**config.mk**
```make
export PLATFORM = sky130hd
export DESIGN_NAME = checked_uint64_accumulator_alu
export DESIGN_NICKNAME = d
export VERILOG_FILES = /design/src/rtl/core/cu64acc_pkg.sv /design/src/rtl/core/checked_uint64_accumulator_alu.sv
export SDC_FILE = /design/constraint.sdc
export NUM_CORES = 1
export LEC_CHECK = 0
export ABC_AREA = 1
export BUFFER_PORTS_ARGS = -buffer_cell sky130_fd_sc_hd__buf_2
export CAP_MARGIN = 20
export CORE_MARGIN = 4
export CORE_UTILIZATION = 35
export DETAILED_ROUTE_END_ITERATION = 8
export SYNTH_ARGS = -nofsm -noshare
export SYNTH_HDL_FRONTEND = slang
export SYNTH_SLANG_ARGS = --single-unit
```
**constraint.sdc**
```tcl
create_clock -name clock -period 10.6 [get_ports clock]
set_input_delay 0.53 -clock clock [delete_from_list [all_inputs] [get_ports clock]]
set_output_delay 0.53 -clock clock [all_outputs]
set_load 0.02 [all_outputs]
```
**src/rtl/core/cu64acc_pkg.sv**
```systemverilog
`timescale 1ns / 1ps
// ----------------------------------------------------------------------------
// cu64acc_pkg: shared types and constants of the checked 64-bit accumulator
// Command, status and sequencer codes, plus the datapath widths.
// ----------------------------------------------------------------------------
package cu64acc_pkg;

   localparam int DATA_W = 64;
   localparam int CMD_W  = 4;
   localparam int STAT_W = 2;
   localparam int ORD_W  = 2;
   // One iteration per operand bit.
   localparam int CNT_W  = $clog2(DATA_W);

   typedef enum logic [CMD_W-1:0] {
      CMD_LOAD = 4'd0,
      CMD_ADD  = 4'd1,
      CMD_SUB  = 4'd2,
      CMD_MUL  = 4'd3,
      CMD_DIV  = 4'd4,
      CMD_MOD  = 4'd5,
      CMD_INC  = 4'd6,
      CMD_DEC  = 4'd7,
      CMD_CMP  = 4'd8,
      CMD_NEG  = 4'd9
   } cmd_type;

   typedef enum logic [STAT_W-1:0] {
      STAT_OK       = 2'd0,
      STAT_OVERFLOW = 2'd1,
      STAT_LIMIT    = 2'd2,
      STAT_DIVZERO  = 2'd3
   } stat_type;

   typedef enum logic [1:0] {
      ST_IDLE,
      ST_EXEC,
      ST_ITER,
      ST_DONE
   } state_type;

   // Compare outcomes, two-bit two's complement.
   localparam logic signed [ORD_W-1:0] ORD_EQ   = 2'sb00;
   localparam logic signed [ORD_W-1:0] ORD_MORE = 2'sb01;
   localparam logic signed [ORD_W-1:0] ORD_LESS = 2'sb11;

endpackage

```
**src/rtl/core/checked_uint64_accumulator_alu.sv**
```systemverilog
`timescale 1ns / 1ps
// ----------------------------------------------------------------------------
// checked_uint64_accumulator_alu: checked unsigned 64-bit accumulator
// Applies one command per beat to a 64-bit accumulator with a null flag,
// using one shared 65-bit adder for every operation except load.
// ----------------------------------------------------------------------------
//  channel   direction  handshake              payload
//  req_      in         req_valid / req_ready  command, operand, operand_null
//  rsp_      out        rsp_valid / rsp_ready  value, value_null, status,
//                                              order, negated, negated_valid
//
//  Every command passes the execute and done states; multiply, divide and
//  modulo run the iterate state between them (64 shift-add or restoring
//  subtract steps through the shared adder) unless an operand is null or
//  the divisor is zero. req_ready is high only while the sequencer is idle.
//  A result waiting in the output register does not block the next accept;
//  only a result whose register is still full stalls the sequencer. Reset
//  clears the accumulator to 0, not null, and drops any beat.
// ----------------------------------------------------------------------------
module checked_uint64_accumulator_alu
   import cu64acc_pkg::*;
(
   input  logic                     clock,
   input  logic                     reset,
   input  logic                     req_valid,
   output logic                     req_ready,
   input  logic [CMD_W-1:0]         req_command,
   input  logic [DATA_W-1:0]        req_operand,
   input  logic                     req_operand_null,
   output logic                     rsp_valid,
   input  logic                     rsp_ready,
   output logic [DATA_W-1:0]        rsp_value,
   output logic                     rsp_value_null,
   output logic [STAT_W-1:0]        rsp_status,
   output logic signed [ORD_W-1:0]  rsp_order,
   output logic signed [DATA_W-1:0] rsp_negated,
   output logic                     rsp_negated_valid
);

   // control and architectural state
   state_type                state_ff, state_in;
   logic                     rsp_valid_ff, rsp_valid_in;
   logic [DATA_W-1:0]        acc_ff, acc_in;
   logic                     null_ff, null_in;

   // captured beat and iteration registers
   cmd_type                  cmd_ff, cmd_in;
   logic [DATA_W-1:0]        opd_ff, opd_in;
   logic                     onull_ff, onull_in;
   logic [DATA_W-1:0]        work_ff, work_in;
   logic [DATA_W-1:0]        quo_ff, quo_in;
   logic [CNT_W-1:0]         cnt_ff, cnt_in;
   logic                     ovf_ff, ovf_in;

   // staged result of the current beat
   stat_type                 status_ff, status_in;
   logic signed [ORD_W-1:0]  order_ff, order_in;
   logic [DATA_W-1:0]        neg_ff, neg_in;
   logic                     negv_ff, negv_in;

   // output register
   logic [DATA_W-1:0]        rsp_value_ff, rsp_value_in;
   logic                     rsp_null_ff, rsp_null_in;
   stat_type                 rsp_status_ff, rsp_status_in;
   logic signed [ORD_W-1:0]  rsp_order_ff, rsp_order_in;
   logic [DATA_W-1:0]        rsp_neg_ff, rsp_neg_in;
   logic                     rsp_negv_ff, rsp_negv_in;

   // shared adder / subtractor
   logic [DATA_W:0]          alu_a, alu_b;
   logic                     alu_sub;
   logic [DATA_W+1:0]        alu_sum;
   logic                     alu_carry;   // add: result above 64 bits
   logic                     alu_ge;      // sub: a >= b

   assign alu_sum   = {1'b0, alu_a} + {1'b0, alu_b ^ {(DATA_W+1){alu_sub}}}
                    + {{(DATA_W+1){1'b0}}, alu_sub};
   assign alu_carry = alu_sum[DATA_W];
   assign alu_ge    = alu_sum[DATA_W+1];

   assign req_ready         = (state_ff == ST_IDLE);
   assign rsp_valid         = rsp_valid_ff;
   assign rsp_value         = rsp_value_ff;
   assign rsp_value_null    = rsp_null_ff;
   assign rsp_status        = rsp_status_ff;
   assign rsp_order         = rsp_order_ff;
   assign rsp_negated       = rsp_neg_ff;
   assign rsp_negated_valid = rsp_negv_ff;

   // Register control and accumulator state
   always_ff @(posedge clock) begin
      if (reset) begin
         state_ff     <= ST_IDLE;
         rsp_valid_ff <= 1'b0;
         acc_ff       <= '0;
         null_ff      <= 1'b0;
      end else begin
         state_ff     <= state_in;
         rsp_valid_ff <= rsp_valid_in;
         acc_ff       <= acc_in;
         null_ff      <= null_in;
      end
   end

   // Register payload
   always_ff @(posedge clock) begin
      cmd_ff        <= cmd_in;
      opd_ff        <= opd_in;
      onull_ff      <= onull_in;
      work_ff       <= work_in;
      quo_ff        <= quo_in;
      cnt_ff        <= cnt_in;
      ovf_ff        <= ovf_in;
      status_ff     <= status_in;
      order_ff      <= order_in;
      neg_ff        <= neg_in;
      negv_ff       <= negv_in;
      rsp_value_ff  <= rsp_value_in;
      rsp_null_ff   <= rsp_null_in;
      rsp_status_ff <= rsp_status_in;
      rsp_order_ff  <= rsp_order_in;
      rsp_neg_ff    <= rsp_neg_in;
      rsp_negv_ff   <= rsp_negv_in;
   end

   // Sequence commands through the shared adder
   always_comb begin
      state_in      = state_ff;
      rsp_valid_in  = rsp_valid_ff && !rsp_ready;
      acc_in        = acc_ff;
      null_in       = null_ff;
      cmd_in        = cmd_ff;
      opd_in        = opd_ff;
      onull_in      = onull_ff;
      work_in       = work_ff;
      quo_in        = quo_ff;
      cnt_in        = cnt_ff;
      ovf_in        = ovf_ff;
      status_in     = status_ff;
      order_in      = order_ff;
      neg_in        = neg_ff;
      negv_in       = negv_ff;
      rsp_value_in  = rsp_value_ff;
      rsp_null_in   = rsp_null_ff;
      rsp_status_in = rsp_status_ff;
      rsp_order_in  = rsp_order_ff;
      rsp_neg_in    = rsp_neg_ff;
      rsp_negv_in   = rsp_negv_ff;
      alu_a         = '0;
      alu_b         = '0;
      alu_sub       = 1'b0;

      unique case (state_ff)
         ST_IDLE: begin
            // capture the request beat
            if (req_valid) begin
               cmd_in   = cmd_type'(req_command);
               opd_in   = req_operand;
               onull_in = req_operand_null;
               state_in = ST_EXEC;
            end
         end

         ST_EXEC: begin
            status_in = STAT_OK;
            order_in  = ORD_EQ;
            neg_in    = '0;
            negv_in   = 1'b0;
            state_in  = ST_DONE;
            unique case (cmd_ff) inside
               CMD_LOAD: begin
                  acc_in  = onull_ff ? '0 : opd_ff;
                  null_in = onull_ff;
               end
               CMD_ADD: begin
                  alu_a = {1'b0, acc_ff};
                  alu_b = {1'b0, opd_ff};
                  if (null_ff || onull_ff) begin
                     acc_in  = '0;
                     null_in = 1'b1;
                  end else if (alu_carry) begin
                     acc_in    = '0;
                     null_in   = 1'b1;
                     status_in = STAT_OVERFLOW;
                  end else begin
                     acc_in = alu_sum[DATA_W-1:0];
                  end
               end
               CMD_SUB: begin
                  alu_a   = {1'b0, acc_ff};
                  alu_b   = {1'b0, opd_ff};
                  alu_sub = 1'b1;
                  if (null_ff || onull_ff) begin
                     acc_in  = '0;
                     null_in = 1'b1;
                  end else if (!alu_ge) begin
                     acc_in    = '0;
                     null_in   = 1'b1;
                     status_in = STAT_OVERFLOW;
                  end else begin
                     acc_in = alu_sum[DATA_W-1:0];
                  end
               end
               CMD_MUL: begin
                  if (null_ff || onull_ff) begin
                     acc_in  = '0;
                     null_in = 1'b1;
                  end else begin
                     // multiplier bits leave quo from the top
                     work_in  = '0;
                     quo_in   = opd_ff;
                     ovf_in   = 1'b0;
                     cnt_in   = '0;
                     state_in = ST_ITER;
                  end
               end
               CMD_DIV, CMD_MOD: begin
                  if (null_ff || onull_ff) begin
                     acc_in  = '0;
                     null_in = 1'b1;
                  end else if (opd_ff == '0) begin
                     status_in = STAT_DIVZERO;
                  end else begin
                     // dividend shifts out of quo, quotient shifts in
                     work_in  = '0;
                     quo_in   = acc_ff;
                     cnt_in   = '0;
                     state_in = ST_ITER;
                  end
               end
               CMD_INC: begin
                  alu_a = {1'b0, acc_ff};
                  alu_b = {{DATA_W{1'b0}}, 1'b1};
                  if (!null_ff) begin
                     if (alu_carry) begin
                        status_in = STAT_LIMIT;
                     end else begin
                        acc_in = alu_sum[DATA_W-1:0];
                     end
                  end
               end
               CMD_DEC: begin
                  alu_a   = {1'b0, acc_ff};
                  alu_b   = {{DATA_W{1'b0}}, 1'b1};
                  alu_sub = 1'b1;
                  if (!null_ff) begin
                     if (!alu_ge) begin
                        status_in = STAT_LIMIT;
                     end else begin
                        acc_in = alu_sum[DATA_W-1:0];
                     end
                  end
               end
               CMD_CMP: begin
                  alu_a   = {1'b0, acc_ff};
                  alu_b   = {1'b0, opd_ff};
                  alu_sub = 1'b1;
                  if (!null_ff && !onull_ff) begin
                     if (!alu_ge) begin
                        order_in = ORD_LESS;
                     end else if (alu_sum[DATA_W-1:0] != '0) begin
                        order_in = ORD_MORE;
                     end
                  end
               end
               CMD_NEG: begin
                  alu_a   = '0;
                  alu_b   = {1'b0, acc_ff};
                  alu_sub = 1'b1;
                  // fits when the value is at most 2^63
                  if (!null_ff && (!acc_ff[DATA_W-1] || acc_ff[DATA_W-2:0] == '0)) begin
                     neg_in  = alu_sum[DATA_W-1:0];
                     negv_in = 1'b1;
                  end
               end
               default: begin
               end
            endcase
         end

         ST_ITER: begin
            cnt_in = cnt_ff + 1'b1;
            if (cmd_ff == CMD_MUL) begin
               // shift-add, MSB first; overflow is sticky
               alu_a  = {work_ff, 1'b0};
               alu_b  = quo_ff[DATA_W-1] ? {1'b0, acc_ff} : '0;
               work_in = alu_sum[DATA_W-1:0];
               ovf_in  = ovf_ff || work_ff[DATA_W-1] || alu_carry;
               quo_in  = {quo_ff[DATA_W-2:0], 1'b0};
            end else begin
               // restoring divide step
               alu_a   = {work_ff, quo_ff[DATA_W-1]};
               alu_b   = {1'b0, opd_ff};
               alu_sub = 1'b1;
               work_in = alu_ge ? alu_sum[DATA_W-1:0] : alu_a[DATA_W-1:0];
               quo_in  = {quo_ff[DATA_W-2:0], alu_ge};
            end
            if (&cnt_ff) begin
               state_in = ST_DONE;
               if (cmd_ff == CMD_MUL) begin
                  if (ovf_in) begin
                     acc_in    = '0;
                     null_in   = 1'b1;
                     status_in = STAT_OVERFLOW;
                  end else begin
                     acc_in = work_in;
                  end
               end else if (cmd_ff == CMD_DIV) begin
                  acc_in = quo_in;
               end else begin
                  acc_in = work_in;
               end
            end
         end

         ST_DONE: begin
            // hand the result to the output register once it is free
            if (!rsp_valid_ff || rsp_ready) begin
               rsp_valid_in  = 1'b1;
               rsp_value_in  = acc_ff;
               rsp_null_in   = null_ff;
               rsp_status_in = status_ff;
               rsp_order_in  = order_ff;
               rsp_neg_in    = neg_ff;
               rsp_negv_in   = negv_ff;
               state_in      = ST_IDLE;
            end
         end

         default: begin
            state_in = ST_IDLE;
         end
      endcase
   end

   // A null accumulator always holds zero value bits
   assert property (@(posedge clock) disable iff (reset)
      null_ff |-> (acc_ff == '0))
      else $error("null accumulator holds nonzero value");

   // An accepted beat goes straight to execution
   assert property (@(posedge clock) disable iff (reset)
      (req_valid && req_ready) |=> (state_ff == ST_EXEC))
      else $error("accepted beat did not start execution");

   // The last iteration always hands over to the result stage
   assert property (@(posedge clock) disable iff (reset)
      (state_ff == ST_ITER && (&cnt_ff)) |=> (state_ff == ST_DONE))
      else $error("iteration did not finish after the last step");

   // Overflow status always comes with a null accumulator
   assert property (@(posedge clock) disable iff (reset)
      (rsp_valid && rsp_status == STAT_OVERFLOW) |-> rsp_value_null)
      else $error("overflow reported without null result");

   // A valid negation never carries a compare order or an error status
   assert property (@(posedge clock) disable iff (reset)
      (rsp_valid && rsp_negated_valid) |->
         (rsp_order == ORD_EQ && rsp_status == STAT_OK && !rsp_value_null))
      else $error("negation result mixed with other outcomes");

endmodule

```
Yosys cells after proc, flatten, opt, wreduce, memory -nomap -nowiden. Index checks and enable logic that the tools add are counted.

Register bits after elaboration: 475. Bits in latches: 0. Memory bits (writable): 0. Memory bits (read-only): 0. Bits of input ports: 73. Output and inout port bits: 136. Logic and storage cells: 180. Memories kept: 0.

$add $sub $neg: 3. Multiply operators: 0. Divide/modulo/power cells: 0. $lt $le $gt $ge: 0. Equality and inequality tests: 32. Shift operators: 0. Multiplexer cells: 87. Bitwise operators: 1. Reduce and logical (&&, ||, !) cells: 36.

Operator list (number): 64-bit two-way mux (25); 64-bit one-hot mux with 2 select lines (5); 64-bit one-hot mux with 6 select lines (1); 65-bit one-hot mux with 2 select lines (2); 64-bit one-hot mux with 3 select lines (1); 65-bit by 65-bit adder with 66-bit output (1); 66-bit by 1-bit adder with 66-bit output (1); 65-bit bitwise XOR (1); 64-bit zero test (1); 64-bit nonzero test (1); 63-bit zero test (1); 1-bit two-way mux (27); 2-bit two-way mux (13); 3-bit != test, second input constant (8); 6-bit one-hot mux with 2 select lines (2); 6-bit two-way mux (3); 4-bit by 3-bit == test with 1-bit output, second input constant (4); 8-bit AND reduction (2); 2-bit != test, second input constant (7); 2-bit one-hot mux with 5 select lines (1); 4-bit by 2-bit == test with 1-bit output, second input constant (2); 4-bit == test, second input constant (2); 4-bit != test, second input constant (2); 1-bit one-hot mux with 2 select lines (4); 25 further kinds (42).

Depth between registers and ports, before layout. Gate-level depths: netlist (run 1).

Depth after elaboration: 14. Depth in mapped cells: 37.

Least setup slack after synthesis (run 1). OpenSTA, ideal clock, no wires.

Kind: register -> register. Start point: register state_ff[1]. End point: register cnt_ff[0] (enable). Library setup time: 0.629 ns. Arrival: 7.581 ns. Required time: 9.971 ns. Slack: 2.389 ns. Cell stages (with the launch flop): 7. Period minus slack after synthesis: 8.211 ns. Cell sequence: dfxtp_1 -> inv_1 -> ha_1 -> buf_2 -> inv_1 -> a31oi_1 -> nor2_1.

Word-level cells in the longest chain between the ends: 3. Elaborated cells between the ends (all ways): 8. Classes of those cells: eq/ne: 6; reduce/logical: 2.

Ends and longest elaborated chain: start: declaration (line checked_uint64_accumulator_alu.sv:41) `state_type state_ff, state_in;`; start signal: assignment (line checked_uint64_accumulator_alu.sv:98) `state_ff <= state_in;`; 2-bit by 1-bit == test with 1-bit output or 2-bit == test (tied branches) (line checked_uint64_accumulator_alu.sv:153) `unique case (state_ff)`; 3-bit by 2-bit != test with 1-bit output (no source line), or another cell as far along; 5-bit AND reduction (no source line) (*); end signal: assignment (line checked_uint64_accumulator_alu.sv:112) `cnt_ff <= cnt_in;`; end: declaration (line checked_uint64_accumulator_alu.sv:52) `logic [CNT_W-1:0] cnt_ff, cnt_in;`.

Mark *: on every way between the ends. The rest lies on a longest branch, timed or not. A chain may end at the register's enable or synchronous reset.

Worst setup path after layout (run 1).
Start point: register state_ff[1]. End point: register acc_ff[32].

Word-level cells in the longest chain between the ends: 12. Elaborated cells between the ends (all ways): 36. Classes of those cells: add/sub: 2; eq/ne: 9; mux: 21; bitwise: 1; reduce/logical: 3.

Ends and longest elaborated chain: 2-bit == test or 2-bit by 1-bit == test with 1-bit output (tied branches) (line checked_uint64_accumulator_alu.sv:153); 65-bit one-hot mux with 2 select lines or 1-bit one-hot mux with 2 select lines (tied branches) (line checked_uint64_accumulator_alu.sv:153); 65-bit bitwise XOR (line checked_uint64_accumulator_alu.sv:76) `assign alu_sum = {1'b0, alu_a} + {1'b0, alu_b ^ {(DATA_W+1){alu_sub}}}`; 65-bit by 65-bit adder with 66-bit output (line checked_uint64_accumulator_alu.sv:76); 66-bit by 1-bit adder with 66-bit output (line checked_uint64_accumulator_alu.sv:77) `+ {{(DATA_W+1){1'b0}}, alu_sub};`; 1-bit logical OR (line checked_uint64_accumulator_alu.sv:288) `ovf_in = ovf_ff || work_ff[DATA_W-1] || alu_carry;`; 1-bit two-way mux (line checked_uint64_accumulator_alu.sv:283) `if (cmd_ff == CMD_MUL) begin`; 1-bit two-way mux (line checked_uint64_accumulator_alu.sv:153); 64-bit two-way mux (line checked_uint64_accumulator_alu.sv:301) `if (ovf_in) begin`; 64-bit two-way mux (line checked_uint64_accumulator_alu.sv:300) `if (cmd_ff == CMD_MUL) begin`; 64-bit two-way mux (line checked_uint64_accumulator_alu.sv:298) `if (&cnt_ff) begin`; 64-bit one-hot mux with 2 select lines (line checked_uint64_accumulator_alu.sv:153); end signal: assignment (line checked_uint64_accumulator_alu.sv:100) `acc_ff <= acc_in;`; end: declaration (line checked_uint64_accumulator_alu.sv:43) `logic [DATA_W-1:0] acc_ff, acc_in;`.

Parallel ways exist; a longest one is shown, timed or not. The select of a mux whose other input is x is not followed.

==> impl_metrics.env, run 1 <==
export IMPL_crit_type="reg2reg"
export IMPL_synth_top_family_by_area="simple AND/OR/NAND/NOR gates"
export IMPL_post_cts_buffers=0
export IMPL_cp_common_cell="nand2_1"
export IMPL_finalCriticalPeriod_ns=7.75
export IMPL_critical_path_slowest_cell="buf_4"
export IMPL_min_path_type="in2reg"
export IMPL_root_buffer="clkbuf_16"
export IMPL_layout_core_utilization_pct=40.2
export IMPL_rsz0062_at_grt="false"
export IMPL_synth_adder_area_share_pct=3.10
export IMPL_synth_compound_area_share_pct=18.0
export IMPL_power_leakage_nw=12.6
export IMPL_ys_types=56
export IMPL_cts_hold_buf=0
export IMPL_clock_latency_ns=0.64
export IMPL_synth_edff_count=407
export IMPL_setup_violations=0
export IMPL_yosysMostFrequentCell="nand2_1"
export IMPL_grt_pass1_wl_um=170000
export IMPL_crit_path_start_kind="flip-flop"
export IMPL_status="completed"
export IMPL_period_share_pct=73.1
export IMPL_grt_start_max_net_pins=96
export IMPL_relSlewSlack_pct=24.1
export IMPL_yosys_area_top_type="edfxtp_1"
export IMPL_drv_slew=0
export IMPL_finalClockSkew_ns=0.0290
export IMPL_clkTransAtPathRegs_ns=0.07
export IMPL_fillers=8324
export IMPL_synthXorXnorAreaFrac_pct=3.01
export IMPL_dr_pass1_iters=6
export IMPL_irDropWorstVdd_v=0.000357
export IMPL_max_stage_delay_ns=0.81
export IMPL_synthMuxAreaShare_pct=0
export IMPL_synth_seq_area_share_pct=47.7
export IMPL_synth_nets=3722
export IMPL_dp_hpwl_um=85300
export IMPL_netlist_area_um2=28500
export IMPL_ant_nets=0
export IMPL_vias_per_cell=5.64
export IMPL_synth_simple_area_share_pct=20.3
export IMPL_cts_max_level=2
export IMPL_path_max_fanout=95
export IMPL_syn_area_per_cell_um2=7.96
export IMPL_endpoint_kind="flip-flop"
export IMPL_cts_buffers=53
export IMPL_finalSetupTns_ns=0
export IMPL_p_per_area_nw_per_um2=329
export IMPL_io_buffer_count=208
export IMPL_ys_seq_elements=475
export IMPL_die_w_um=293
export IMPL_cts_sinks=475
export IMPL_r2r_start="state_ff[1]"
export IMPL_grt_usage_pct=26.3
export IMPL_power_total_mw=10.7
export IMPL_drc=0
export IMPL_antenna_found_initial=3
export IMPL_arrival_ns=8.32
export IMPL_vias=27160
export IMPL_ys_top_cells_by_area="edfxtp_1 43%, nand2_1 11%, a21oi_1 6.9%, o21ai_0 5.6%, inv_1 5.3%"
export IMPL_worst_slack_ns=2.85
export IMPL_hold_viol_final=0
export IMPL_synth_top_cell_area_share_pct=42.9
export IMPL_max_cap_violations=0
export IMPL_core_area_um2=80500
export IMPL_async_flop_share_pct=0
export IMPL_fin_nets=3852
export IMPL_postCtsResizedCells=0
export IMPL_yosysWarnings=0
export IMPL_grt_ovfl_total=0
export IMPL_avgRoutedWirePerCell_um=24.5
export IMPL_holdCritStartpoint="req_operand[38]"
export IMPL_tightestPinTransition_ns=1.14
export IMPL_dp_slack_ns=3.14
export IMPL_yosys_top_cells_count="826 x nand2_1, 407 x edfxtp_1, 403 x inv_1, 392 x a21oi_1, 345 x nor2_1"
export IMPL_die_height_um=293
export IMPL_first_iter_violations=3958
export IMPL_drive_gt1_share_pct=10.4
export IMPL_clockBufferDepth=3
export IMPL_fmaxAchievable_mhz=129
export IMPL_rows=104
export IMPL_required_ns=11.18
export IMPL_gp_congestion=1.02
export IMPL_synth_flop_cell="edfxtp_1"
export IMPL_routed_wl_um=118000
export IMPL_dieArea_um2=86000
export IMPL_grt_pass1_vias=25150
export IMPL_cp_startpoint="state_ff[1]"
export IMPL_initial_core_util_pct=35.4
export IMPL_cts_tree="yes"
export IMPL_netlist_instances=3579
export IMPL_io_pin_count=209
export IMPL_area_growth_pct=13.8
[routing by layer]
metal / GRT usage (%) / wire (um) / vias to the layer above
li1: - / - / 12432
met1: 39.4 / 51700 / 12637
met2: 36.2 / 46400 / 1879
met3: 8.17 / 16200 / 210
met4: 7.52 / 3610 / 2
met5: 0 / 13 / -
[layout make-up]
| type | instances | area (um^2) | area share [%] |
|---|---|---|---|
| diodes | 2 | 5.00 | 0.0154 |
| clock buffers | 62 | 1390 | 4.29 |
| clock inverters | 37 | 493 | 1.52 |
| inverters | 410 | 1550 | 4.77 |
| multi-input cells | 2519 | 12700 | 39.2 |
| flip-flops and latches | 475 | 13600 | 41.9 |
| well taps | 1060 | 1330 | 4.09 |
| repair buffers | 250 | 1360 | 4.18 |
[cells in the final DEF (no fill, tap or decap), types with 13 or more instances in the layout]
cell type,count
buf_2,208
xnor2_1,13
nand3_1,114
o21ai_0,321
clkbuf_16,53
o221ai_1,22
inv_1,398
o21ai_1,22
ha_1,66
edfxtp_1,407
buf_4,42
dfxtp_1,68
nor2_1,343
nand4_1,28
xor2_1,83
a21oi_1,390
nand2_1,826
o22ai_1,76
nor3_1,21
nor4_1,30
a31oi_1,44
[where the power goes]
part | total [mW] | leakage, nW | switching, mW | internal [mW]
registers | 3.63 | 4.40 | 0.635 | 3.00
clock network | 2.02 | 0.904 | 0.847 | 1.17
logic | 5.02 | 7.25 | 3.81 | 1.21
[worst max-delay path, delay by kind of cell, from the launching register on]
kind,cells,cell delay [ns]
DFF,1,0.35
adders and majority gates,2,1.04
buffers and inverters,7,2.70
xor gates and xnor gates,1,0.18
and+or+nand+nor,13,2.04
AOI/OAI and AO/OA,5,1.28
[flip-flops by register name, indices dropped and copies added, names as in the netlist]
name and flops:
ovf_ff 1, rsp_status 2, null_ff 1, negv_ff 1
work_ff 64, rsp_negated 64, rsp_negated_valid 1, neg_ff 64
acc_ff 64, rsp_order 2, cmd_ff 4, state_ff 2
quo_ff 64, rsp_value_null 1, opd_ff 64, cnt_ff 6
rsp_value 64, order_ff 2, status_ff 2, onull_ff 1
rsp_valid 1
[cells by family after synthesis]
logic type,after synthesis
simple gates,1412
fa+ha+maj,70
flops,475
compound gates,940
buf+inv,585
xor+xnor,97
[stage by stage]
stage	hold slack (ns)	std cells	cell area, um^2
2_1_floorplan	0.400	3579	28500
3_3_place_gp	0.402	4714	30500
3_5_place_dp	0.405	4714	30500
4_1_cts	0.0340	4813	32400
5_1_grt	0.0493	4813	32400
6_report	0.0691	4815	32400
[worst paths after layout]
check / cells past startpoint / endpoint / slack, ns
setup / recovery: 28 / acc_ff[32] / 2.85
hold / removal: 1 / opd_ff[38] / 0.07
setup reg to reg: 28 / acc_ff[32] / 2.85
hold reg to reg: 0 / rsp_negated[12] / 0.42
Note: power is estimated with default switching activity, not from simulation.
==> run 2, diff against run 1 <==
==> constraint.sdc (replaced) <==
create_clock -name clock -period 7.3 [get_ports clock]
set_input_delay 0.365 -clock clock [delete_from_list [all_inputs] [get_ports clock]]
set_output_delay 0.365 -clock clock [all_outputs]
set_load 0.02 [all_outputs]
==> run 2 against run 1 <==
Compared with the run above: combinational power grew 48%; register-to-register slack lost 2.2 ns; largest cell class unchanged; global-route usage shrank 0.26 points; critical path type unchanged; clock skew grew 0.0084 ns; power grew 43%.
==> impl_metrics.env, run 2 (synthesis results as in run 1) <==
export IMPL_status="completed"
export IMPL_worst_slack_ns=0.639
export IMPL_fillers=8123
export IMPL_final_common_cell="nand2_1"
export IMPL_layout_core_utilization_pct=41.3
export IMPL_rows=104
export IMPL_dr_pass1_iters=6
export IMPL_reg2regPathDepth=30
export IMPL_antenna_found_initial=2
export IMPL_most_common_layout_cells="826 x nand2_1, 407 x edfxtp_1, 398 x inv_1, 390 x a21oi_1, 343 x nor2_1"
export IMPL_grt_ovfl_total=0
export IMPL_arrival_ns=7.05
export IMPL_cts_sinks=475
export IMPL_hold_viol_final=0
export IMPL_die_height_um=293
export IMPL_min_path_type="in2reg"
export IMPL_grt_pass1_vias=25573
export IMPL_rsz0062_at_grt="false"
export IMPL_cts_buffers=53
export IMPL_drc=0
export IMPL_finalCriticalPeriod_ns=6.66
export IMPL_required_ns=7.69
export IMPL_die_w_um=293
export IMPL_grt_usage_pct=26.0
export IMPL_cts_tree="yes"
export IMPL_post_cts_buffers=0
export IMPL_setup_violations=0
export IMPL_post_route_cell_area_um2=33300
export IMPL_gp_congestion=0.971
export IMPL_io_pin_count=209
export IMPL_ant_nets=0
export IMPL_clock_latency_ns=0.64
export IMPL_drv_slew=0
export IMPL_endpoint_kind="flip-flop"
export IMPL_vias=27048
export IMPL_io_buffer_count=208
export IMPL_initial_core_util_pct=35.4
export IMPL_period_share_pct=91.2
export IMPL_root_buffer="clkbuf_16"
export IMPL_irDropWorstVdd_v=0.000368
export IMPL_avgRoutedWirePerCell_um=23.5
export IMPL_max_cap_violations=0
export IMPL_first_iter_violations=3385
export IMPL_max_stage_delay_ns=0.72
export IMPL_relSlewSlack_pct=24.5
export IMPL_rrSetupSlack_ns=0.64
export IMPL_path_max_fanout=20
export IMPL_critical_path_slowest_cell="inv_1"
export IMPL_drive_gt1_share_pct=10.8
export IMPL_cts_max_level=2
export IMPL_area_growth_pct=16.9
export IMPL_crit_path_start_kind="flip-flop"
export IMPL_clockBufferDepth=3
export IMPL_fin_nets=3958
export IMPL_r2r_start="cmd_ff[1]"
export IMPL_core_area_um2=80500
export IMPL_dp_slack_ns=0.757
export IMPL_antenna_cells=0
export IMPL_cp_common_cell="nand2_1"
export IMPL_r2r_end="order_ff[0]"
export IMPL_finalClockSkew_ns=0.0373
export IMPL_grt_start_max_net_pins=77
export IMPL_fmaxAchievable_mhz=150
export IMPL_finalSetupTns_ns=0
export IMPL_tightestPinTransition_ns=1.13
export IMPL_place_area_um2=30900
export IMPL_dieArea_um2=86000
export IMPL_p_per_area_nw_per_um2=460
export IMPL_routed_wl_um=116000
export IMPL_cp_startpoint="cmd_ff[1]"
export IMPL_whs_path_depth=4
export IMPL_grt_pass1_wl_um=169000
export IMPL_holdCritStartpoint="rsp_ready"
export IMPL_holdPathEnd="rsp_valid"
export IMPL_clkTransAtPathRegs_ns=0.06
export IMPL_dp_hpwl_um=85200
export IMPL_power_leakage_nw=13.0
export IMPL_vias_per_cell=5.50
export IMPL_power_total_mw=15.3
export IMPL_crit_type="reg2reg"
## run 2: changes by cell type in the layout (fill, tap and decap cells not counted), sizes merged
cell,delta
clkbuf,+6
dlygate4sd3,+69
inv,-1
bufinv,-5
clkinvlp,-3
diode,-2
clkinv,+1
buf,+37
## run 2: how the worst max path moves through the flow
stage | end | slack [ns] | cells after the start
2_1_floorplan | acc_ff[40] | 1.19 | 30
6_report | order_ff[0] | 0.64 | 30
4_1_cts | acc_ff[60] | 0.74 | 25
3_3_place_gp | acc_ff[60] | 0.78 | 25
3_5_place_dp | order_ff[0] | 0.76 | 27
5_1_grt | acc_ff[60] | 0.28 | 28
## run 2: worst max-delay path: cells and delay by family, from the launching register on
family	cells	cell delay, ns
simple gates	20	3.34
buf+inv	5	1.18
xor+xnor	2	0.53
compound gates	2	0.46
fa+ha+maj	1	0.40
flops	1	0.48
## run 2: metrics by stage
step                      hold slack (ns)  std cells
after global placement              0.401       4750
final                              0.0758       4917
after detailed placement            0.405       4751
after global routing               0.0812       4917
after floorplan                     0.400       3579
after CTS                          0.0579       4917
## run 2: area by class of cell
type,count,area (um^2),area share [%]
Timing Repair Buffer,356,2420,7.27
Clock buffer,68,1420,4.27
Sequential cell,475,13600,40.8
Clock inverter,29,274,0.823
Tap cell,1060,1330,3.98
Inverter,410,1550,4.64
Multi-Input combinational cell,2519,12700,38.2
## run 2: timing repair
| item | 4_1_cts | 5_1_grt |
|---|---|---|
| resized for setup | 0 | 0 |
| hold endpoints to repair | 69 | 0 |
| hold buffers | 69 | 0 |
## run 2: power breakdown
group          switching, mW  internal (mW)  leakage [nW]  total, mW
Clock                   1.15           1.52         0.833       2.67
Combinational           5.45           1.96          7.74       7.41
Sequential             0.888           4.35          4.40       5.23
## run 2: routing by layer
metal | share of wire [%] | vias up | track usage (%)
met3 | 12 | 209 | 6.61
met4 | 3.2 | 0 | 7.70
met5 | 0 | - | 0
li1 | - | 12643 | -
met1 | 45 | 12587 | 38.8
met2 | 40 | 1609 | 37.1
